File: config.mk
export PLATFORM = sky130hd
export DESIGN_NAME = binary_to_ascii_digits_core
export DESIGN_NICKNAME = d
export VERILOG_FILES = /design/src/rtl/core/b2a_pkg.sv /design/src/rtl/core/b2a_dabble.sv /design/src/rtl/core/binary_to_ascii_digits_core.sv
export SDC_FILE = /design/constraint.sdc
export NUM_CORES = 1
export LEC_CHECK = 0
export BUFFER_PORTS_ARGS = -buffer_cell sky130_fd_sc_hd__buf_4
export CAP_MARGIN = 0
export CELL_PAD_IN_SITES_DETAIL_PLACEMENT = 1
export CELL_PAD_IN_SITES_GLOBAL_PLACEMENT = 1
export CORE_MARGIN = 2
export CORE_UTILIZATION = 50
export CTS_BUF_LIST = sky130_fd_sc_hd__clkbuf_8
export DETAILED_ROUTE_END_ITERATION = 10
export GPL_TIMING_DRIVEN = 1
export PLACE_DENSITY_LB_ADDON = 0.3
export RECOVER_POWER = 50
export REMOVE_ABC_BUFFERS = 1
export SLEW_MARGIN = 5
export SYNTH_ARGS = -nofsm -noshare
export SYNTH_HDL_FRONTEND = slang
export SYNTH_SLANG_ARGS = --single-unit
File: constraint.sdc
create_clock -name clk_i -period 15.5 [get_ports clk_i]
set_clock_uncertainty 0.15 [all_clocks]
set_input_delay 3.1 -clock clk_i [delete_from_list [all_inputs] [get_ports clk_i]]
set_output_delay 3.1 -clock clk_i [all_outputs]
set_load 0.005 [all_outputs]
File: src/rtl/core/b2a_pkg.sv
package b2a_pkg;

  // Selector codes carried on the input tuser
  localparam logic [1:0] FUNC_DEC     = 2'd0;
  localparam logic [1:0] FUNC_HEX     = 2'd1;
  localparam logic [1:0] FUNC_PTR     = 2'd2;
  localparam logic [1:0] FUNC_PTR_ALT = 2'd3;

  // ASCII codes
  localparam logic [6:0] ASCII_ZERO     = 7'd48;  // '0'
  localparam logic [6:0] ASCII_X        = 7'd120; // 'x'
  localparam logic [6:0] ASCII_HEX_BASE = 7'd55;  // 'A' minus ten

  // Sequencer states
  typedef enum logic [5:0] {
    ST_IDLE = 6'b000001,
    ST_CONV = 6'b000010,
    ST_SKIP = 6'b000100,
    ST_PFX0 = 6'b001000,
    ST_PFXX = 6'b010000,
    ST_DIG  = 6'b100000
  } state_e;

  // One BCD or hex digit to its ASCII character
  function automatic logic [6:0] digit_char(input logic [3:0] d);
    logic [6:0] c;
    if (d < 4'd10) begin
      c = ASCII_ZERO + 7'(d);
    end else begin
      c = ASCII_HEX_BASE + 7'(d);
    end
    return c;
  endfunction

endpackage

File: src/rtl/core/b2a_dabble.sv
module b2a_dabble #(
  parameter int NDIG = 20
) (
  input  logic [NDIG*4-1:0] bcd_i,
  input  logic              bit_i,
  output logic [NDIG*4-1:0] bcd_o
);
  import b2a_pkg::*;

  logic [NDIG*4-1:0] adj;

  // Add three to every digit of five or more, all digits side by side
  for (genvar g = 0; g < NDIG; g++) begin : g_digit
    assign adj[g*4 +: 4] = (bcd_i[g*4 +: 4] >= 4'd5) ? (bcd_i[g*4 +: 4] + 4'd3)
                                                     : bcd_i[g*4 +: 4];
  end

  // Shift in the next binary bit
  assign bcd_o = {adj[NDIG*4-2:0], bit_i};

endmodule

File: src/rtl/core/binary_to_ascii_digits_core.sv
// Binary to ASCII digit converter.
// Input beat: s_axis_tdata_i carries the unsigned value (low VALUE_WIDTH
// bits used), s_axis_tuser_i the format: decimal, uppercase hex, or hex
// behind a "0x" prefix. Output: one ASCII character per beat, most
// significant first, leading zeros suppressed; tlast marks the last one.
// A zero value gives "0" (or "0x0" in pointer form).
// Timing: one item at a time; s_axis_tready_o is high only while idle.
// Decimal runs a shift-add-3 loop over all VALUE_WIDTH bits on one shared
// digit-adjust unit; hex loads the digits directly. Then each suppressed
// leading zero (at most NDIG-1) is shifted out in turn, the scan ends,
// pointer form sends two prefix beats, and each character takes one beat.
// Leading zeros and characters always add up to NDIG (20 at 64 bits).
// Reset returns the sequencer to idle and drops m_axis_tvalid_o.
// A stalled receiver holds the current character beat steady; the
// sequencer simply waits on m_axis_tready_i.
module binary_to_ascii_digits_core #(
  parameter int VALUE_WIDTH = 64
) (
  input  logic                     clk_i,
  input  logic                     rst_ni,
  input  logic                     s_axis_tvalid_i,
  output logic                     s_axis_tready_o,
  input  logic [63:0]              s_axis_tdata_i,  // [63:0] value
  input  logic [1:0]               s_axis_tuser_i,  // [1:0] func
  output logic                     m_axis_tvalid_o,
  input  logic                     m_axis_tready_i,
  output logic [7:0]               m_axis_tdata_o,  // [6:0] ascii_char, [7] zero
  output logic                     m_axis_tlast_o   // last
);
  import b2a_pkg::*;

  localparam int NDIG = ((VALUE_WIDTH * 1233) >> 12) + 1;
  localparam int DW   = NDIG * 4;
  localparam int CW   = $clog2(NDIG + 1);
  localparam int BW   = $clog2(VALUE_WIDTH + 1);

  state_e                 state_q, state_d;
  logic [DW-1:0]          dig_q, dig_d;
  logic [VALUE_WIDTH-1:0] val_q, val_d;
  logic [BW-1:0]          bitcnt_q, bitcnt_d;
  logic [CW-1:0]          cnt_q, cnt_d;
  logic                   ptr_q, ptr_d;
  logic [DW-1:0]          dab;
  logic [3:0]             top;
  logic                   in_fire;
  logic                   out_fire;
  logic                   is_last;
  logic [6:0]             out_char;

  // Shared digit adjust-and-shift unit
  b2a_dabble #(
    .NDIG(NDIG)
  ) u_dabble (
    .bcd_i(dig_q),
    .bit_i(val_q[VALUE_WIDTH-1]),
    .bcd_o(dab)
  );

  assign top       = dig_q[DW-1 -: 4];
  assign in_fire   = s_axis_tvalid_i && s_axis_tready_o;
  assign out_fire  = m_axis_tvalid_o && m_axis_tready_i;
  assign is_last   = (state_q == ST_DIG) && (cnt_q == CW'(1));

  // Handshake outputs
  assign s_axis_tready_o = (state_q == ST_IDLE);
  assign m_axis_tvalid_o = (state_q == ST_PFX0) || (state_q == ST_PFXX) ||
                           (state_q == ST_DIG);
  assign m_axis_tdata_o  = {1'b0, out_char};
  assign m_axis_tlast_o  = is_last;

  // Character mux
  always_comb begin
    unique case (state_q)
      ST_PFX0: out_char = ASCII_ZERO;
      ST_PFXX: out_char = ASCII_X;
      default: out_char = digit_char(top);
    endcase
  end

  // Sequencer
  always_comb begin
    state_d  = state_q;
    dig_d    = dig_q;
    val_d    = val_q;
    bitcnt_d = bitcnt_q;
    cnt_d    = cnt_q;
    ptr_d    = ptr_q;
    unique case (state_q)
      ST_IDLE: begin
        if (in_fire) begin
          val_d    = s_axis_tdata_i[VALUE_WIDTH-1:0];
          bitcnt_d = BW'(VALUE_WIDTH);
          cnt_d    = CW'(NDIG);
          ptr_d    = (s_axis_tuser_i == FUNC_PTR) || (s_axis_tuser_i == FUNC_PTR_ALT);
          if (s_axis_tuser_i == FUNC_DEC) begin
            dig_d   = '0;
            state_d = ST_CONV;
          end else begin
            dig_d   = DW'(s_axis_tdata_i[VALUE_WIDTH-1:0]);
            state_d = ST_SKIP;
          end
        end
      end
      ST_CONV: begin
        dig_d    = dab;
        val_d    = {val_q[VALUE_WIDTH-2:0], 1'b0};
        bitcnt_d = bitcnt_q - BW'(1);
        if (bitcnt_q == BW'(1)) begin
          state_d = ST_SKIP;
        end
      end
      ST_SKIP: begin
        // drop leading zeros, keeping at least one digit
        if ((top == 4'd0) && (cnt_q != CW'(1))) begin
          dig_d = {dig_q[DW-5:0], 4'h0};
          cnt_d = cnt_q - CW'(1);
        end else if (ptr_q) begin
          state_d = ST_PFX0;
        end else begin
          state_d = ST_DIG;
        end
      end
      ST_PFX0: begin
        if (out_fire) begin
          state_d = ST_PFXX;
        end
      end
      ST_PFXX: begin
        if (out_fire) begin
          state_d = ST_DIG;
        end
      end
      ST_DIG: begin
        if (out_fire) begin
          if (is_last) begin
            state_d = ST_IDLE;
          end else begin
            dig_d = {dig_q[DW-5:0], 4'h0};
            cnt_d = cnt_q - CW'(1);
          end
        end
      end
      default: state_d = ST_IDLE;
    endcase
  end

  // Control state
  always_ff @(posedge clk_i or negedge rst_ni) begin
    if (!rst_ni) begin
      state_q <= ST_IDLE;
    end else begin
      state_q <= state_d;
    end
  end

  // Working registers
  always_ff @(posedge clk_i) begin
    dig_q    <= dig_d;
    val_q    <= val_d;
    bitcnt_q <= bitcnt_d;
    cnt_q    <= cnt_d;
    ptr_q    <= ptr_d;
  end

endmodule
Yosys cells after proc, flatten, opt, wreduce, memory -nomap -nowiden --
Index checks and enable logic that the tools add are counted.
Storage, ports and cells: flip-flop bits (word level) 163, output and inout bits 11, word-level logic and storage cells 135, input port bits 70
Cells by class: reduce and logical (&&, ||, !) cells 17, add/subtract/negate cells 24, $lt $le $gt $ge 21, equality and inequality tests 20, muxes and demuxes 47
Operators by type and width (number):
- 2-to-1 mux 80 bit | 4
- case mux 80 bit (4 select lines) | 1
- 2-to-1 mux 64 bit | 2
- case mux 64 bit (2 select lines) | 1
- greater-or-equal comparator 4 x 3 -> 1 bit (second input constant) | 20
- adder 4 x 2 -> 4 bit (second input constant) | 19
- 2-to-1 mux 4 bit | 19
- 2-to-1 mux 6 bit | 8
- case mux 6 bit (6 select lines) | 1
- case mux 7 bit (2 select lines) | 2
- 2-to-1 mux 5 bit | 4
- != test 2 bit (second input constant) | 8
- case mux 5 bit (3 select lines) | 1
- adder 6 x 4 -> 7 bit (first input constant) | 2
- 2-to-1 mux 7 bit | 2
- AND reduction 5 bit | 2
- == test 7 x 1 -> 1 bit (second input constant) | 1
- AND reduction 7 bit | 1
- subtractor 7 x 1 -> 7 bit (second input constant) | 1
- == test 6 x 1 -> 1 bit (second input constant) | 1
- == test 6 x 2 -> 1 bit (second input constant) | 1
- == test 6 x 3 -> 1 bit (second input constant) | 1
- == test 6 x 4 -> 1 bit (second input constant) | 1
- == test 6 x 5 -> 1 bit (second input constant) | 1
- 17 further kinds | 25

Longest topological paths before layout --
depth in word-level cells 6, depth in mapped cells 8, mapped depth without buffers 7

Hierarchy --
A second synthesis with hierarchy kept.
Second synthesis, totals: cells, all modules 978, area total of the unflattened synthesis 9555.4 um^2
Modules (own cells, without submodules):
- binary_to_ascii_digits_core | instances 1, cells an instance 661, sequential area each 4865.9 um^2, area an instance 7541.0 um^2
- b2a_dabble | instances 1, cells an instance 317, sequential area each 0.0 um^2, area an instance 2014.4 um^2

Worst setup path after synthesis --
No wires, ideal clock.
path type input -> register, from in m_axis_tready_i, to reg dig_q[0] (enable), required time 14.688 ns, arrival 9.351 ns, path slack 5.336 ns, library setup time 0.662 ns, cell stages on the path 2, path buffers 0, cells stage by stage o221ai_1 a311oi_1
On the way: cells in the longest elaborated chain, start to end 3
Ends and longest elaborated chain:
- from (decl) | line binary_to_ascii_digits_core.sv:26 | input logic m_axis_tready_i,
- logical AND 1 bit | line binary_to_ascii_digits_core.sv:61 | assign out_fire = m_axis_tvalid_o && m_axis_tready_i;
- != test 2 bit (no source line)
- AND reduction 5 bit (no source line)
- to (signal assigned) | line binary_to_ascii_digits_core.sv:158 | dig_q <= dig_d;
- to (decl) | line binary_to_ascii_digits_core.sv:38 | logic [DW-1:0] dig_q, dig_d;
Every way passes these cells. A chain may end at the register's enable or synchronous reset.

Worst setup path in the final report --
from reg state_q[4], to reg val_q[62] (enable)
On the way: cells in the longest elaborated chain, start to end 4, elaborated cells between the ends (all ways) 6, classes of those cells eq/ne: 3; reduce/logical: 3
Ends and longest elaborated chain:
- from (decl) | line binary_to_ascii_digits_core.sv:37 | state_e state_q, state_d;
- from (signal assigned) | line binary_to_ascii_digits_core.sv:152 | state_q <= state_d;
- == test 6 x 1 -> 1 bit | line binary_to_ascii_digits_core.sv:65, binary_to_ascii_digits_core.sv:88
- logical AND 1 bit | line binary_to_ascii_digits_core.sv:60 | assign in_fire = s_axis_tvalid_i && s_axis_tready_o;
- != test 2 x 1 -> 1 bit (no source line)
- AND reduction 2 bit (no source line) (*)
- to (signal assigned) | line binary_to_ascii_digits_core.sv:159 | val_q <= val_d;
- to (decl) | line binary_to_ascii_digits_core.sv:39 | logic [VALUE_WIDTH-1:0] val_q, val_d;
Mark *: on every way between the ends. The rest lies on a longest branch, timed or not.

==> results by group <==
Status
  • Status: finished, violations left
  • Violated checks: capacitance limit, slew limit

Route
  • Number of vias per cell after detailed routing: 5.82
  • Total Routed Length: 22,800 µm
  • Remaining antenna violation count: 0
  • Routed wire per std cell: 18.4 µm
  • Final routed DRC violation total: 0
  • DRC marker count from the first detailed-route iteration: 403
  • TritonRoute pass-1 iters: 5
  • Via Count: 7,217

STA
  • Maximum frequency from static timing analysis: 151 MHz
  • Max-slew violation count: 448
  • Final setup violating endpoints: 0
  • Shortest period the worst path allows: 6600 ps
  • Slew at the pin with the worst max-slew slack: 4090 ps
  • Worst slew margin relative to its limit: -173%
  • RSZ-0062 raised after global routing: no
  • Sum of negative setup slack: 0 ps
  • Period Utilization, post-route: 42.6%
  • Hold violation total from the final report: 0

Critical path
  • Classification of the worst setup path: flip-flop to flip-flop
  • Worst Setup Start Kind: flip-flop
  • Origin of the critical flop-to-flop path: state_q[4]
  • Data required, critical path: 15,370 ps
  • Nature of the critical path endpoint: flip-flop
  • Worst-path cell chain: nor4_1, nand3_1, nand2_1
  • Crit-path max cell delay: 3020 ps
  • Top delay family on crit path: simple AND/OR/NAND/NOR gates
  • CP max stage cell: sky130_fd_sc_hd__nand2_1
  • Worst-case reg-to-reg path depth: 3
  • CP max FO: 71
  • Crit path buf inv count: 0
  • Register-to-register path setup slack: 8900 ps
  • Data arrival time of the critical path: 6470 ps
  • FF-to-FF End: val_q[62]

Clocking
  • Setup fix buffers added after clock tree synthesis: 0
  • Clk_lat worst skew: 460 ps
  • Clock sink count: 163
  • Number of buffers on the longest clock path: 2
  • Number of hold buffers added after CTS: 0
  • Post-cts repair resize count: 0
  • Clock transition at path regs: 90 ps
  • Number of clock buffers inserted by TritonCTS: 17
  • Clock tree from TritonCTS: built
  • Depth of the CTS H-tree: 4
  • Clock Tree Root: sky130_fd_sc_hd__clkbuf_8

Synth
  • Cell taking the most area after synthesis: sky130_fd_sc_hd__edfxtp_1
  • FFs w/ async S/R, synth: 3.68%
  • Top cells by area, synth: sky130_fd_sc_hd__edfxtp_1 51%, sky130_fd_sc_hd__nand2_1 10%, sky130_fd_sc_hd__ha_1 6.1%, sky130_fd_sc_hd__a21oi_1 3.5%, sky130_fd_sc_hd__a221o_1 3.3%
  • Number of standard cells after synthesis: 941
  • Total of flip-flops plus latches after synthesis: 163
  • Count of distinct cell types in the synthesized netlist: 50
  • Sequential element share of the synthesized area: 52.5%
  • Cell with the most instances after synthesis: sky130_fd_sc_hd__nand2_1
  • Count of synthesis-stage warnings from yosys: 0
  • Number of flops mapped to enable cells by yosys: 157
  • Area fraction of the dominant cell type after synthesis: 50.8%
  • Summed instance area of the synthesized netlist: 9280 µm²
  • Post-synthesis area per instance: 9.86 µm²
  • Top cells by instance count after synthesis: 252 x sky130_fd_sc_hd__nand2_1, 157 x sky130_fd_sc_hd__edfxtp_1, 65 x sky130_fd_sc_hd__a21oi_1, 52 x sky130_fd_sc_hd__o21ai_0, 49 x sky130_fd_sc_hd__inv_1
  • Most used flip-flop cell after synthesis: sky130_fd_sc_hd__edfxtp_1

Floorplanning
  • Die Span X: 140 µm
  • Effective utilization at floorplan: 51.3%
  • Die footprint: 19,700 µm²
  • Number of top-level pins: 81
  • Chip Height: 140 µm
  • Core area: 18,100 µm²
  • Number of rows created at floorplan: 49

Global routing
  • Combined global-route utilization of all metal layers: 23.8%
  • Wire length of the first global-routing pass: 37,600 µm
  • Via count of the first global-routing pass: 7,431
  • Antenna violations before repair: 0
  • Residual overflow from global routing: 0
  • Maximum number of pins on one net before global-route repair: 96

Pwr
  • PwrDens: 225 nW/µm²
  • IR drop worst, VDD: 0.186 mV
  • Switching part of the total power: 41.6%
  • Net switching power: 0.975 mW
  • Design Power: 2.34 mW
  • Leakage power summed over all cells: 4.12 nW
  • Clock group share of total power: 14.2%
  • Internal portion of total power: 1.37 mW
  • Gate power share: 43.2%
  • Reg power frac: 42.6%

Finish
  • Fraction of layout instances using a drive strength above 1: 11.5%
  • Relative area change from synthesis to final layout: 12.2%
  • Number of antenna cells inserted: 0
  • Final net count: 1,114

Hold path
  • Start point of the worst min-delay path: val_q[38]
  • Terminating pin of the worst hold path: val_q[39]
  • Worst hold path type: flip-flop to flip-flop
  • Min-Delay Path Depth: 2

Place
  • Number of port buffers: 79
  • Detailed placer's ending HPWL: 14,900 µm
  • RePlAce Congestion: 0.795

Run
  • Max Cap Violations: 7
## sequential cells by signal, indices dropped and copies added, names as in the netlist
register	flops
state_q	6
bitcnt_q	7
val_q	64
dig_q	80
cnt_q	5
ptr_q	1
## tightest hold or removal path, stage by stage, from the launching register on
cell and delay, ps:
sky130_fd_sc_hd__edfxtp_1 330, sky130_fd_sc_hd__nand2_1 40, sky130_fd_sc_hd__nand2_1 50
## how the worst max path moves through the flow
stage                                from              end  slack [ps]  cells after the start
after floorplan                state_q[4]         dig_q[0]        3940                      3
after global placement    m_axis_tready_i         dig_q[7]       10370                      4
after detailed placement  m_axis_tready_i         dig_q[7]       10360                      4
after CTS                      state_q[4]  s_axis_tready_o        9920                      4
after global routing           state_q[4]        val_q[21]        8140                      3
final                          state_q[4]        val_q[62]        8900                      3
## layer usage
metal | up-vias | global-route usage (%) | share of wire (%)
met5 | - | 0 | 0
met4 | 0 | 5.69 | 1.3
met3 | 22 | 4.55 | 3.8
met2 | 148 | 40.0 | 49
met1 | 3575 | 32.2 | 46
li1 | 3472 | - | -
## through the flow
step	hold slack [ps]	worst slack [ps]	util, %	instance area, µm²	cells
finish	366	8900	57.6	10400	1241
detailed placement	347	10360	55.7	10100	1209
floorplan	334	3940	-	9090	895
global route	400	8140	57.6	10400	1241
global placement	336	10370	55.7	10100	1209
CTS	370	9920	58.0	10500	1241
## layout by cell type (no fill, tap or decap), types with 16 or more instances in the layout
cell,Yosys,routed
sky130_fd_sc_hd__nor3b_1,22,22
sky130_fd_sc_hd__a211oi_1,16,16
sky130_fd_sc_hd__clkbuf_8,0,17
sky130_fd_sc_hd__nand2_1,252,252
sky130_fd_sc_hd__a221o_1,31,31
sky130_fd_sc_hd__buf_4,1,77
sky130_fd_sc_hd__edfxtp_1,157,157
sky130_fd_sc_hd__ha_1,45,45
sky130_fd_sc_hd__nand2b_1,25,25
sky130_fd_sc_hd__a21oi_1,65,65
sky130_fd_sc_hd__nor2b_1,16,16
sky130_fd_sc_hd__a22oi_1,17,17
sky130_fd_sc_hd__o21ai_0,52,53
sky130_fd_sc_hd__xnor2_1,27,27
sky130_fd_sc_hd__inv_1,49,49
sky130_fd_sc_hd__nor2_1,41,41
## kinds of logic (layout without fill, tap and decap cells)
| kind of cell | count (synthesis) | in the layout | synth area share [%] |
|---|---|---|---|
| and+or+nand+nor | 386 | 386 | 18.7 |
| AOI/OAI and AO/OA | 218 | 218 | 15.6 |
| DFF | 163 | 163 | 52.5 |
| buffers and inverters | 95 | 166 | 4.01 |
| adders and majority gates | 45 | 45 | 6.07 |
| xor gates and xnor gates | 32 | 32 | 3.02 |
| other | 1 | 1 | 0.0404 |
| muxes | 1 | 1 | 0.162 |
## power groups by stage
stage | Combinational [mW] | Sequential (mW) | Clock, mW
after global placement | 0.951 | 0.987 | 0
after detailed placement | 1.00 | 0.997 | 0
after global routing | 1.14 | 1.03 | 0.353
after floorplan | 0.725 | 0.989 | 0
after CTS | 1.02 | 0.991 | 0.339
final | 1.01 | 0.999 | 0.333
## area by class of cell
type | instances | area [µm²]
clock buffer | 17 | 234
clock inverter | 15 | 183
fill | 2033 | 7680
inverter | 49 | 184
multi-input combinational | 683 | 4050
sequential | 163 | 4870
tap | 229 | 287
timing repair buffer | 85 | 608
Note: power is estimated with default switching activity, not from simulation.
